===== src/hdl/plgt_pkg.sv =====
// Shared types, codes and helpers for the peer liveness gossip table.
package plgt_pkg;

  localparam int PEERS  = 16;
  localparam int IDX_W  = 4;
  localparam int SIZE_W = 5;
  localparam int AGE_W  = 33;

  localparam logic [AGE_W-1:0] AGE_UNKNOWN = {AGE_W{1'b1}};

  typedef enum logic [1:0] {
    CMD_HEADER = 2'd0,
    CMD_ENTRY  = 2'd1,
    CMD_TICK   = 2'd2,
    CMD_QUERY  = 2'd3
  } cmd_t;

  typedef enum logic [1:0] {
    ERR_OK     = 2'd0,
    ERR_RANGE  = 2'd1,
    ERR_SELF   = 2'd2,
    ERR_GOSSIP = 2'd3
  } err_t;

  typedef enum logic [2:0] {
    CFG_TEAM_SIZE  = 3'd0,
    CFG_SELF_INDEX = 3'd1,
    CFG_DIRECT_TTL = 3'd2,
    CFG_GOSSIP_AGE = 3'd3,
    CFG_CLOSURE    = 3'd4
  } cfg_idx_t;

  typedef struct packed {
    logic        valid;
    logic [31:0] ms;
  } stamp_t;

  // One table row; an unwritten row reads as all zero (every stamp invalid).
  typedef struct packed {
    stamp_t      known;
    stamp_t      direct;
    stamp_t      pos;
    stamp_t      rep_time;
    logic [15:0] rep_mask;
  } entry_t;

  typedef struct packed {
    logic               en;
    logic [IDX_W-1:0]   addr;
    entry_t             data;
  } wr_req_t;

  function automatic logic [AGE_W-1:0] age_of(input stamp_t s, input logic [31:0] now);
    logic [AGE_W-1:0] r;
    if (!s.valid) r = AGE_UNKNOWN;
    else if (now < s.ms) r = '0;
    else r = {1'b0, now - s.ms};
    return r;
  endfunction

endpackage


===== src/hdl/peer_liveness_gossip_table_unit.sv =====
// Top level of the peer liveness gossip table.
// Header, gossip entry and query transactions pass through S_PREP and S_PREP2 (gossip age
// arithmetic), S_EXEC (table update or query) and S_DONE, which loads the output register.
// A tick walks the table memory one row per cycle in S_TICK, with reads pipelined one row
// ahead of the update; the relay closure mask is gathered in that same walk and applied in
// S_CLOSE, which is skipped with closure disabled. While the table is unconfigured every
// transaction goes straight from S_IDLE to S_DONE. s_tready rises again in the cycle after
// the result is registered, and a result still held by m_tready stalls the next result in
// its last cycle. A team_size or self_index write clears the table at once through per-row
// valid bits.
module peer_liveness_gossip_table_unit (
  input  logic         clk,
  input  logic         rst,
  input  logic         cfg_we,
  input  logic [2:0]   cfg_index,
  input  logic [31:0]  cfg_wdata,
  input  logic         s_tvalid,
  output logic         s_tready,
  // [3:0] peer_index, [35:4] time_ms, [36] time_valid, [68:37] sender_time_ms,
  // [69] sender_time_valid, [85:70] range_mask, [86] finished_flag,
  // [89:87] mode_level, [90] has_position
  input  logic [95:0]  s_tdata,
  // [1:0] cmd
  input  logic [1:0]   s_tuser,
  output logic         m_tvalid,
  input  logic         m_tready,
  // [1:0] error_code, [2] peer_in_comms, [35:3] last_known_age_ms,
  // [68:36] position_age_ms, [101:69] last_direct_age_ms, [117:102] in_comms_mask,
  // [133:118] receiving_mask, [137:134] lost_count
  output logic [143:0] m_tdata
);

  localparam int P  = plgt_pkg::PEERS;
  localparam int IW = plgt_pkg::IDX_W;
  localparam int AW = plgt_pkg::AGE_W;

  typedef enum logic [2:0] {
    S_IDLE, S_PREP, S_PREP2, S_EXEC, S_TICK, S_CLOSE, S_DONE
  } state_t;

  state_t state;

  // configuration
  logic [plgt_pkg::SIZE_W-1:0] team_size;
  logic [IW-1:0]               self_index;
  logic [31:0]                 direct_ttl;
  logic [31:0]                 gossip_max_age;
  logic                        closure_en;

  // latch from the last header
  logic [31:0]      lat_receipt;
  plgt_pkg::stamp_t lat_sender_time;
  logic [IW-1:0]    lat_sender;

  // status vectors
  logic [P-1:0] direct_v, oneway_v, comms_v, reach;

  // current transaction
  plgt_pkg::cmd_t cmd_q;
  logic [IW-1:0]  idx_q;
  logic [31:0]    time_q, stime_q;
  logic           tv_q, stv_q, hp_q;
  logic [15:0]    rmask_q;
  logic           ok1, ok2;
  logic [31:0]    age_q, at_q;

  logic [plgt_pkg::SIZE_W-1:0] cnt;
  logic                        p_v;
  logic [IW-1:0]               p_i;

  plgt_pkg::err_t   res_err;
  logic             res_pic;
  logic [AW-1:0]    res_ak, res_ap, res_ad;

  plgt_pkg::entry_t  rd_data;
  plgt_pkg::wr_req_t wr;
  logic              rd_en;
  logic [IW-1:0]     rd_addr;
  logic              clear;

  logic                        configured;
  logic [plgt_pkg::SIZE_W-1:0] n;
  logic                        accept;

  assign configured = (team_size != '0) && (team_size <= plgt_pkg::SIZE_W'(P))
                      && ({1'b0, self_index} < team_size);
  assign n        = configured ? team_size : '0;
  assign s_tready = (state == S_IDLE);
  assign accept   = s_tvalid && s_tready;
  assign clear    = cfg_we && (cfg_index == plgt_pkg::CFG_TEAM_SIZE
                               || cfg_index == plgt_pkg::CFG_SELF_INDEX);

  plgt_table u_table (
    .clk     (clk),
    .rst     (rst),
    .clear   (clear),
    .rd_en   (rd_en),
    .rd_addr (rd_addr),
    .rd_data (rd_data),
    .wr      (wr)
  );

  // tick row evaluation
  logic tk_recv, tk_mutual, tk_active;
  logic [31:0] tk_diff;
  always_comb begin
    tk_diff   = time_q - rd_data.rep_time.ms;
    tk_recv   = rd_data.rep_time.valid && (time_q < rd_data.rep_time.ms || tk_diff <= direct_ttl);
    tk_mutual = tk_recv && rd_data.rep_mask[self_index];
    tk_active = (state == S_TICK) && p_v && (p_i != self_index);
  end

  logic idx_in;
  assign idx_in = {1'b0, idx_q} < n;

  // memory ports
  always_comb begin
    rd_en   = 1'b0;
    rd_addr = s_tdata[3:0];
    wr      = '0;
    wr.data = rd_data;
    if (accept) begin
      rd_en = 1'b1;
    end else if (state == S_TICK && cnt < n) begin
      rd_en   = 1'b1;
      rd_addr = cnt[IW-1:0];
    end
    if (tk_active && tk_mutual) begin
      wr.en          = 1'b1;
      wr.addr        = p_i;
      wr.data.direct = rd_data.rep_time;
      if (!rd_data.known.valid || rd_data.rep_time.ms > rd_data.known.ms) begin
        wr.data.known = rd_data.rep_time;
      end
    end else if (state == S_EXEC && configured && idx_in) begin
      wr.addr = idx_q;
      case (cmd_q)
        plgt_pkg::CMD_HEADER: begin
          if (idx_q != self_index) begin
            wr.en            = 1'b1;
            wr.data.known    = '{valid: 1'b1, ms: time_q};
            wr.data.rep_time = '{valid: 1'b1, ms: time_q};
            wr.data.rep_mask = rmask_q;
            if (hp_q) wr.data.pos = '{valid: 1'b1, ms: time_q};
          end
        end
        plgt_pkg::CMD_ENTRY: begin
          if (idx_q != self_index && idx_q != lat_sender && ok2
              && (!rd_data.known.valid || at_q > rd_data.known.ms)) begin
            wr.en         = 1'b1;
            wr.data.known = '{valid: 1'b1, ms: at_q};
            if (hp_q) wr.data.pos = '{valid: 1'b1, ms: at_q};
          end
        end
        default: ;
      endcase
    end
  end

  // output masks from the status vectors
  logic [P-1:0] cm, rm;
  logic [4:0]   lost;
  always_comb begin
    cm   = '0;
    rm   = '0;
    lost = '0;
    if (n != '0) begin
      rm[self_index] = 1'b1;
      for (int i = 0; i < P; i++) begin
        if (plgt_pkg::SIZE_W'(i) < n) begin
          cm[i] = comms_v[i];
          if (IW'(i) != self_index) begin
            if (direct_v[i] || oneway_v[i]) rm[i] = 1'b1;
            if (!comms_v[i]) lost = lost + 5'd1;
          end
        end
      end
    end
  end

  logic [P-1:0] self_bit, cfg_self_bit;
  assign self_bit     = P'(1) << self_index;
  assign cfg_self_bit = (cfg_index == plgt_pkg::CFG_SELF_INDEX)
                        ? P'(1) << cfg_wdata[IW-1:0] : self_bit;

  always_ff @(posedge clk) begin
    if (rst) begin
      state           <= S_IDLE;
      m_tvalid        <= 1'b0;
      team_size       <= plgt_pkg::SIZE_W'(1);
      self_index      <= '0;
      direct_ttl      <= 32'd1000;
      gossip_max_age  <= 32'd1000;
      closure_en      <= 1'b1;
      lat_receipt     <= '0;
      lat_sender_time <= '0;
      lat_sender      <= '0;
      direct_v        <= P'(1);
      comms_v         <= P'(1);
      oneway_v        <= '0;
      cnt             <= '0;
      p_v             <= 1'b0;
    end else begin
      if (m_tvalid && m_tready && state != S_DONE) m_tvalid <= 1'b0;

      if (cfg_we) begin
        unique case (cfg_index)
          plgt_pkg::CFG_TEAM_SIZE:  team_size      <= cfg_wdata[plgt_pkg::SIZE_W-1:0];
          plgt_pkg::CFG_SELF_INDEX: self_index     <= cfg_wdata[IW-1:0];
          plgt_pkg::CFG_DIRECT_TTL: direct_ttl     <= cfg_wdata;
          plgt_pkg::CFG_GOSSIP_AGE: gossip_max_age <= cfg_wdata;
          plgt_pkg::CFG_CLOSURE:    closure_en     <= cfg_wdata[0];
          default: ;
        endcase
        if (clear) begin
          direct_v        <= cfg_self_bit;
          comms_v         <= cfg_self_bit;
          oneway_v        <= '0;
          lat_receipt     <= '0;
          lat_sender_time <= '0;
          lat_sender      <= '0;
        end
      end

      unique case (state)
        S_IDLE: begin
          if (accept) begin
            cmd_q   <= plgt_pkg::cmd_t'(s_tuser);
            idx_q   <= s_tdata[3:0];
            time_q  <= s_tdata[35:4];
            tv_q    <= s_tdata[36];
            stime_q <= s_tdata[68:37];
            stv_q   <= s_tdata[69];
            rmask_q <= s_tdata[85:70];
            hp_q    <= s_tdata[90];
            res_pic <= 1'b0;
            cnt     <= '0;
            p_v     <= 1'b0;
            reach   <= '0;
            if (!configured) begin
              res_err <= plgt_pkg::ERR_RANGE;
              res_ak  <= plgt_pkg::AGE_UNKNOWN;
              res_ap  <= plgt_pkg::AGE_UNKNOWN;
              res_ad  <= plgt_pkg::AGE_UNKNOWN;
              state   <= S_DONE;
            end else begin
              res_err <= plgt_pkg::ERR_OK;
              res_ak  <= '0;
              res_ap  <= '0;
              res_ad  <= '0;
              if (plgt_pkg::cmd_t'(s_tuser) == plgt_pkg::CMD_TICK) begin
                state <= S_TICK;
              end else begin
                state <= S_PREP;
              end
            end
          end
        end
        S_PREP: begin
          ok1   <= tv_q && lat_sender_time.valid && time_q <= lat_sender_time.ms;
          age_q <= lat_sender_time.ms - time_q;
          state <= S_PREP2;
        end
        S_PREP2: begin
          ok2   <= ok1 && age_q <= gossip_max_age && age_q <= lat_receipt;
          at_q  <= lat_receipt - age_q;
          state <= S_EXEC;
        end
        S_EXEC: begin
          case (cmd_q)
            plgt_pkg::CMD_HEADER: begin
              if (!idx_in) begin
                res_err <= plgt_pkg::ERR_RANGE;
              end else if (idx_q == self_index) begin
                res_err <= plgt_pkg::ERR_SELF;
              end else begin
                lat_receipt     <= time_q;
                lat_sender      <= idx_q;
                lat_sender_time <= '{valid: stv_q, ms: stv_q ? stime_q : 32'd0};
              end
            end
            plgt_pkg::CMD_ENTRY: begin
              if (!idx_in) res_err <= plgt_pkg::ERR_GOSSIP;
            end
            default: begin
              if (!idx_in) begin
                res_err <= plgt_pkg::ERR_RANGE;
                res_ak  <= plgt_pkg::AGE_UNKNOWN;
                res_ap  <= plgt_pkg::AGE_UNKNOWN;
                res_ad  <= plgt_pkg::AGE_UNKNOWN;
              end else begin
                res_pic <= comms_v[idx_q];
                res_ap  <= plgt_pkg::age_of(rd_data.pos, time_q);
                if (idx_q == self_index) begin
                  res_ak <= '0;
                  res_ad <= '0;
                end else begin
                  res_ak <= plgt_pkg::age_of(rd_data.known, time_q);
                  res_ad <= plgt_pkg::age_of(rd_data.direct, time_q);
                end
              end
            end
          endcase
          state <= S_DONE;
        end
        S_TICK: begin
          if (cnt < n) cnt <= cnt + plgt_pkg::SIZE_W'(1);
          p_v <= cnt < n;
          p_i <= cnt[IW-1:0];
          if (tk_active) begin
            direct_v[p_i] <= tk_mutual;
            comms_v[p_i]  <= tk_mutual;
            oneway_v[p_i] <= tk_recv && !tk_mutual;
            if (tk_mutual) reach <= reach | rd_data.rep_mask;
          end
          if (!p_v && cnt >= n) state <= closure_en ? S_CLOSE : S_DONE;
        end
        S_CLOSE: begin
          for (int i = 0; i < P; i++) begin
            if (plgt_pkg::SIZE_W'(i) < n && IW'(i) != self_index && !direct_v[i] && reach[i])
              comms_v[i] <= 1'b1;
          end
          state <= S_DONE;
        end
        S_DONE: begin
          if (!m_tvalid || m_tready) begin
            m_tvalid <= 1'b1;
            m_tdata  <= {6'd0, lost[3:0], rm, cm, res_ad, res_ap, res_ak, res_pic, res_err};
            state    <= S_IDLE;
          end
        end
        default: state <= S_IDLE;
      endcase
    end
  end

endmodule


===== src/hdl/plgt_table.sv =====
// Per-peer table memory with registered read and per-row valid bits.
module plgt_table (
  input  logic                      clk,
  input  logic                      rst,
  input  logic                      clear,
  input  logic                      rd_en,
  input  logic [plgt_pkg::IDX_W-1:0] rd_addr,
  output plgt_pkg::entry_t          rd_data,
  input  plgt_pkg::wr_req_t         wr
);

  plgt_pkg::entry_t          mem [plgt_pkg::PEERS];
  logic [plgt_pkg::PEERS-1:0] row_valid;
  plgt_pkg::entry_t          rd_q;
  logic                      rd_ok;

  always_ff @(posedge clk) begin
    if (rst || clear) begin
      row_valid <= '0;
    end else if (wr.en) begin
      row_valid[wr.addr] <= 1'b1;
    end
  end

  always_ff @(posedge clk) begin
    if (wr.en) begin
      mem[wr.addr] <= wr.data;
    end
    if (rd_en) begin
      rd_q  <= mem[rd_addr];
      rd_ok <= row_valid[rd_addr] && !(rst || clear);
    end
  end

  assign rd_data = rd_ok ? rd_q : '0;

endmodule


===== config.mk =====
export PLATFORM = sky130hd
export DESIGN_NAME = peer_liveness_gossip_table_unit
export DESIGN_NICKNAME = d
export VERILOG_FILES = /design/src/hdl/plgt_pkg.sv /design/src/hdl/peer_liveness_gossip_table_unit.sv /design/src/hdl/plgt_table.sv
export SDC_FILE = /design/constraint.sdc
export NUM_CORES = 2
export LEC_CHECK = 0
export BUFFER_PORTS_ARGS = -buffer_cell sky130_fd_sc_hd__clkbuf_2
export CAP_MARGIN = 20
export CORE_ASPECT_RATIO = 1.75
export CORE_UTILIZATION = 35
export CTS_BUF_LIST = sky130_fd_sc_hd__clkbuf_4 sky130_fd_sc_hd__clkbuf_8 sky130_fd_sc_hd__clkbuf_16
export DETAILED_ROUTE_END_ITERATION = 12
export HOLD_SLACK_MARGIN = 0.06
export PLACE_DENSITY = 0.59
export SETUP_SLACK_MARGIN = 0.1
export SYNTH_ARGS = -nofsm -noshare
export SYNTH_HDL_FRONTEND = slang
export SYNTH_SLANG_ARGS = --single-unit

===== constraint.sdc =====
create_clock -name clk -period 12.7 [get_ports clk]
set_input_delay 1.905 -clock clk [delete_from_list [all_inputs] [get_ports clk]]
set_output_delay 1.905 -clock clk [all_outputs]
set_load 0.05 [all_outputs]

### After elaboration in Yosys (flattened, before gate mapping)

Memories as Yosys holds them, arrays and structs flattened. A register that Yosys moved wholly into a read port is not among the register bits.
Index checks and enable logic that the tools add are counted.

* add/sub/neg operators: 22
* magnitude comparators: 39
* eq/ne operators: 43
* shift operators: 2
* multiplexer cells: 252
* bitwise logic cells: 3
* reductions and logical operators: 161

Operators with widths (count)
* 33-bit two-way mux: 26
* 33-bit one-hot mux with 2 select lines: 5
* 32-bit two-way mux: 10
* 16-bit two-way mux: 18
* 4-bit two-way mux: 68
* 82-bit two-way mux: 3
* 32-bit subtractor: 6
* 148-bit two-way mux: 1
* 32-bit less-or-equal comparator: 4
* 32-bit less-than comparator: 4
* 1-bit two-way mux: 86
* 38-bit two-way mux: 2
* 1-bit logical AND: 75
* 32-bit greater-than comparator: 2
* 16-bit one-hot mux with 2 select lines: 2
* 4-bit by 1-bit adder with 4-bit output, second input constant: 15
* 2-bit AND reduction: 25
* 49-bit two-way mux: 1
* 16-bit bitwise mux: 3
* 4-bit by 5-bit less-than comparator with 1-bit output, first input constant: 8
* 4-bit != test, first input constant: 8
* 16-bit OR: 2
* 1-bit by 4-bit << shifter with 16-bit output, first input constant: 2
* 4-bit by 5-bit less-than comparator with 1-bit output, second input constant: 5
* 45 further kinds: 141

* flip-flop bits (word level): 633
* memory bits (writable): 2368
* bits of input ports: 138
* output and inout port bits: 146
* word-level logic and storage cells: 578
* memories kept: 1

Memories
* u_table.mem: depth 16, width 148, read ports 1, clocked after memory_dff 1, write ports 1, line plgt_table.sv:12 `plgt_pkg::entry_t mem [plgt_pkg::PEERS];`

### Depth between registers and ports, before layout

* word-level depth: 81
* mapped depth: 51
* gate-level depth less buffers: 49

### Hierarchy

Synthesis repeated with hierarchy kept, for this count alone.

* cells, all modules: 8491
* area, all modules: 134818.1 um^2

By module, submodules not included
* plgt_table: instances 1, cells each 4002, area each 94386.8 um^2, seq. area each 75902.8 um^2
* peer_liveness_gossip_table_unit: instances 1, cells each 4489, area each 40431.3 um^2, seq. area each 16485.8 um^2

### Least setup slack after synthesis

No wires, ideal clock.

* kind: reg2reg
* start point: reg u_table.rd_ok
* end point: mem u_table.mem[9][0] in the netlist's numbering, enable pin
* arrival: 13284 ps
* data required time: 12040 ps
* setup slack: -1244 ps
* cell stages (with the launch flop): 38
* buffers on the path: 4
* clock period less this slack: 13944 ps
* cells stage by stage: edfxtp_1 > clkbuf_1 > clkbuf_1 > clkbuf_1 > nand2_1 > inv_1 > ha_1 > inv_1 > fa_1 > a21o_1 > a21oi_1 > o21ai_0 > a21oi_1 > o21ai_0 > a21oi_1 > o21ai_0 > a211o_1 > a21oi_1 > [... 2 more ...] > nand2b_1 > a21o_1 > a21oi_1 > xnor2_1 > ha_1 > nor2b_1 > o21ai_0 > nand2b_1 > a21oi_1 > nor2b_1 > o21ai_0 > nand2b_1 > a21oi_1 > a21oi_1 > a2111oi_0 > clkbuf_1 > o211ai_1 > nor2_1

* longest elaborated chain between the ends: 10
* elaborated cells on any way between the ends: 20
* those cells by class: add/sub: 1; order compare: 3; mux: 9; reduce/logical: 7

RTL lines
* from (decl): line plgt_table.sv:15 `logic rd_ok;`
* from (signal assigned): line plgt_table.sv:31 `rd_ok <= row_valid[rd_addr] && !(rst || clear);`
* 148-bit two-way mux (*): line plgt_table.sv:35 `assign rd_data = rd_ok ? rd_q : '0;`
* 32-bit subtractor (tied with other cells): line peer_liveness_gossip_table_unit.sv:107 `tk_diff = time_q - rd_data.rep_time.ms;`
* 32-bit less-or-equal comparator or 1-bit logical OR (tied branches): line peer_liveness_gossip_table_unit.sv:108, peer_liveness_gossip_table_unit.sv:149
* 1-bit logical OR or 1-bit logical AND (tied branches): line peer_liveness_gossip_table_unit.sv:108, peer_liveness_gossip_table_unit.sv:149
* 1-bit logical AND or 1-bit two-way mux (tied branches): line peer_liveness_gossip_table_unit.sv:108, peer_liveness_gossip_table_unit.sv:148
* 1-bit logical AND or 1-bit one-hot mux with 2 select lines (tied branches): line peer_liveness_gossip_table_unit.sv:109, peer_liveness_gossip_table_unit.sv:137
* 1-bit logical AND or 38-bit two-way mux (tied branches): line peer_liveness_gossip_table_unit.sv:128, peer_liveness_gossip_table_unit.sv:135
* 38-bit two-way mux (*): line peer_liveness_gossip_table_unit.sv:128 `if (tk_active && tk_mutual) begin`
* 1-bit two-way mux: line plgt_table.sv:26 `if (wr.en) begin`
* 1-bit two-way mux (not written as such): line plgt_table.sv:27 `mem[wr.addr] <= wr.data;`
* to (decl): line plgt_table.sv:12

Every way passes the cells marked *; elsewhere a longest branch is shown, timed or not. The select of a mux whose other input is x is not followed.

### Worst setup path in the final report

* start point: reg team_size[3] in the netlist's numbering
* end point: reg m_tdata[137] (data pin)

* longest elaborated chain between the ends: 81
* elaborated cells on any way between the ends: 99
* those cells by class: add/sub: 15; order compare: 18; mux: 62; reduce/logical: 4

RTL lines
* from (decl): line peer_liveness_gossip_table_unit.sv:44 `logic [plgt_pkg::SIZE_W-1:0] team_size;`
* from (signal assigned): line peer_liveness_gossip_table_unit.sv:190 `team_size <= plgt_pkg::SIZE_W'(1);`
* from (signal assigned): line peer_liveness_gossip_table_unit.sv:208 `plgt_pkg::CFG_TEAM_SIZE: team_size <= cfg_wdata[plgt_pkg::SIZE_W-1:0];`
* 5-bit less-or-equal comparator or 5-bit nonzero test (tied branches): line peer_liveness_gossip_table_unit.sv:85 `assign configured = (team_size != '0) && (team_size <= plgt_pkg::SIZE_W'(P))`
* 1-bit logical AND: line peer_liveness_gossip_table_unit.sv:85
* 1-bit logical AND: line peer_liveness_gossip_table_unit.sv:86 `&& ({1'b0, self_index} < team_size);`
* 5-bit two-way mux (*): line peer_liveness_gossip_table_unit.sv:87 `assign n = configured ? team_size : '0;`
* 1-bit by 5-bit less-than comparator with 1-bit output: line peer_liveness_gossip_table_unit.sv:170 `if (plgt_pkg::SIZE_W'(i) < n) begin`
* 1-bit two-way mux: line peer_liveness_gossip_table_unit.sv:170
* 4-bit two-way mux: line peer_liveness_gossip_table_unit.sv:167 `if (n != '0) begin`
* 4-bit by 1-bit adder with 4-bit output: line peer_liveness_gossip_table_unit.sv:174 `if (!comms_v[i]) lost = lost + 5'd1;`
* [... 65 more ...]
* 4-bit two-way mux: line peer_liveness_gossip_table_unit.sv:174
* 4-bit two-way mux: line peer_liveness_gossip_table_unit.sv:172 `if (IW'(i) != self_index) begin`
* 4-bit two-way mux: line peer_liveness_gossip_table_unit.sv:170
* 4-bit two-way mux: line peer_liveness_gossip_table_unit.sv:167
* 4-bit by 1-bit adder with 4-bit output: line peer_liveness_gossip_table_unit.sv:174
* 4-bit two-way mux: line peer_liveness_gossip_table_unit.sv:174
* 4-bit two-way mux: line peer_liveness_gossip_table_unit.sv:172
* 4-bit two-way mux: line peer_liveness_gossip_table_unit.sv:170
* to (signal assigned): line peer_liveness_gossip_table_unit.sv:328 `m_tdata <= {6'd0, lost[3:0], rm, cm, res_ad, res_ap, res_ak, res_pic, res_err};`
* to (decl): line peer_liveness_gossip_table_unit.sv:30 `output logic [143:0] m_tdata`

Marks and branches as above.
A chain may end at the register's enable or synchronous reset.

==> out/metrics.cfg <==
[clocking]
path_clk_slew_ns=0.06
post_cts_resized=0
cts_hold_buf=0
clkSinkCount=3149
clk_latency_ns=0.93
htree_levels=5
numCtsBuffers=279
cts_tree=done
cts_buffer_depth=4
post_cts_buffers=0
cts-root-buf=clkbuf_16

[place]
post_dp_cell_area_um2=146000
hpwl_um=278000
portBuffers=268
gp_congestion=0.955

[setup_path]
arrival_ns=10.97
slowest_stage=a222oi_1
cp-end-kind=flip-flop
critical_path_required_ns=13.32
cpMostUsedCell=ha_1
start_kind=flip-flop
cp_max_fo=21
crit_type=flip-flop to flip-flop
cpPeakStageDelay_ns=0.70

[timing]
rsz0062_at_grt=false
worst-slew-pin-transition_ns=1.24
hold_viol=0
fin_tns_setup_ns=0
fmax_mhz=96.7
report.final.setup_viol=0
skew_ns=0.0782
post-route-period-util_pct=81.5
fin_crit_ns=10.35
slew_violations=0
relSlewSlack_pct=16.4

[die]
die_width_um=475
fp.dieH_um=830
start_util_pct=35.2
die-area_um2=394000
row_count=303
coreArea_um2=389000
pin_count=284

[global_route]
grt_pass1_vias=91200
track_usage_pct=22.2
grt_pass1_wl_um=640000
grt_max_degree=140
overflow=0
antenna_found_initial=32

[power]
ir_drop_v=0.000165
total_power_mw=32.2
p_leak_nw=54.9
powerDensity_nw_per_um2=208

[synthesis]
synth_edf_count=2932
syn_inst=11500
netlist_area_um2=137000
synthFlopType=edfxtp_1
synth-async-reset-ratio_pct=0
ys_warn_count=0
synth_seq_cells=3149
yosysSeqAreaShare_pct=67.4
avgSynthCellArea_um2=11.9
ys_types=98

[layout]
nets=12200
ff_latch_area_um2=92400
synthToLayoutAreaGrowth_pct=13.2
multi_input_area_um2=41300
n_fill_cell=36700
final_cell_area_um2=155000
drive_gt1_share_pct=9.96

[route]
drt_iter0_drc=10300
wirelength_um=451000
wl_per_cell_um=26.4
ant_nets=0
via_per_inst=5.59
drtPass1Iterations=9
drc=0
dr_total_vias=95600

[flow_run]
cap_viol_max_count=0

[status]
status=completed

[min_path]
min_path_type=flip-flop to flip-flop

## Yosys cell counts (13+ instances only)
master       n  area, µm²
a211o_1     20        175
a211oi_1    28        210
a21boi_0    29        218
a21o_1      99        743
a21oi_1    508       2540
a221o_1     28        280
a222oi_1    15        150
a22oi_1     90        676
a311oi_1   448       3920
a31oi_1    176       1100
and2_1      33        206
and3_1     320       2000
buf_1       24       90.1
clkbuf_1   669       2510
dfxtp_1    217       4340
edfxtp_1  2932      88000
ha_1       346       4330
inv_1      276       1040
mux2i_1     14        140
nand2_1   2984      11200
nand2b_1    50        313
nand3_1    738       3690
nand3b_1    14        105
nand4_1     54        338
nor2_1     334       1250
nor2b_1     69        432
nor3_1      60        300
o21a_1      63        473
o21ai_0    360       1800
o21bai_1    29        218
o22ai_1     40        250
o31ai_1     17        128
or3_1       13       81.3
xnor2_1    125       1090
xor2_1      71        622
## per-stage QoR
stage | utilization (%) | worst slack (ns) | cells | hold slack (ns)
3_5_place_dp | 37.4 | 2.41 | 16600 | 0.405
2_1_floorplan | - | -1.24 | 11500 | 0.400
5_1_grt | 39.8 | 1.53 | 17100 | 0.418
4_1_cts | 39.8 | 2.36 | 17100 | 0.399
3_3_place_gp | 37.4 | 2.23 | 16600 | 0.405
6_report | 39.8 | 2.35 | 17100 | 0.398
## cell families after synthesis
kind of cell,count (synthesis),synth area share (%)
buf+inv,979,2.71
flops,3149,67.4
mux,29,0.308
simple gates,4729,14.9
compound gates,2042,10.0
xor+xnor,204,1.38
fa+ha+maj,352,3.25
other cells,1,0.00274
## where the power goes
part	internal, mW	switching [mW]
Clock	4.87	3.89
Sequential	13.2	0.498
Combinational	2.75	6.95
Total	20.9	11.3
## flip-flops by register name, summed over array words and instances (netlist names), 32 cells and up
signal	count
at_q	32
u_table.mem	2368
direct_ttl	32
u_table.rd_q	148
res_ak	33
time_q	32
lat_sender_time	33
res_ad	33
m_tdata	138
lat_receipt	32
age_q	32
stime_q	32
res_ap	33
gossip_max_age	32
## final timing paths
check | start | to | slack [ns] | cells after the start
worst max-delay path | team_size[3] | m_tdata[137] | 2.35 | 43
worst min-delay path | res_ad[10] | m_tdata[79] | 0.40 | 0
worst max register to register | team_size[3] | m_tdata[137] | 2.35 | 43
worst min register to register | res_ad[10] | m_tdata[79] | 0.40 | 0
## routing by layer
layer | share of wire, % | wire length, µm | vias to the layer above | global-route usage [%]
li1 | - | - | 42600 | -
met2 | 48 | 216000 | 4106 | 36.7
met3 | 7.4 | 33500 | 1110 | 3.64
met5 | 0.030 | 136 | - | 0
met4 | 7.3 | 32800 | 18 | 14.8
met1 | 37 | 169000 | 47800 | 26.4
## critical path, delay by kind of cell (launching register included)
family / cells / cell delay, ns
multiplexers: 1 / 0.31
AO/OA/AOI/OAI: 12 / 2.83
flip-flops: 1 / 0.51
buffers and inverters: 4 / 0.59
adder cells (fa/ha/maj): 9 / 2.73
AND/OR/NAND/NOR: 10 / 1.99
XOR/XNOR: 7 / 1.13
## cell type report
| class | instances | share of cell area (%) |
|---|---|---|
| clock buffers | 352 | 4.99 |
| diodes | 24 | 0.0387 |
| clock inverters | 132 | 0.914 |
| flip-flops and latches | 3149 | 59.6 |
| multi-input cells | 7362 | 26.7 |
| well taps | 5185 | 4.18 |
| repair buffers | 631 | 2.97 |
| inverters | 277 | 0.670 |
## layout by cell type (no fill, tap or decap), drive strengths merged, types with 127 or more instances in the layout
| master | instances |
|---|---|
| nand2 | 2985 |
| edfxtp | 2932 |
| nand3 | 738 |
| clkbuf | 620 |
| a21oi | 509 |
| a311oi | 448 |
| o21ai | 364 |
| buf | 363 |
| ha | 346 |
| nor2 | 336 |
| and3 | 320 |
| inv | 283 |
| dfxtp | 217 |
| a31oi | 176 |
| xnor2 | 127 |
No activity file was read; power rests on OpenSTA's default activity.
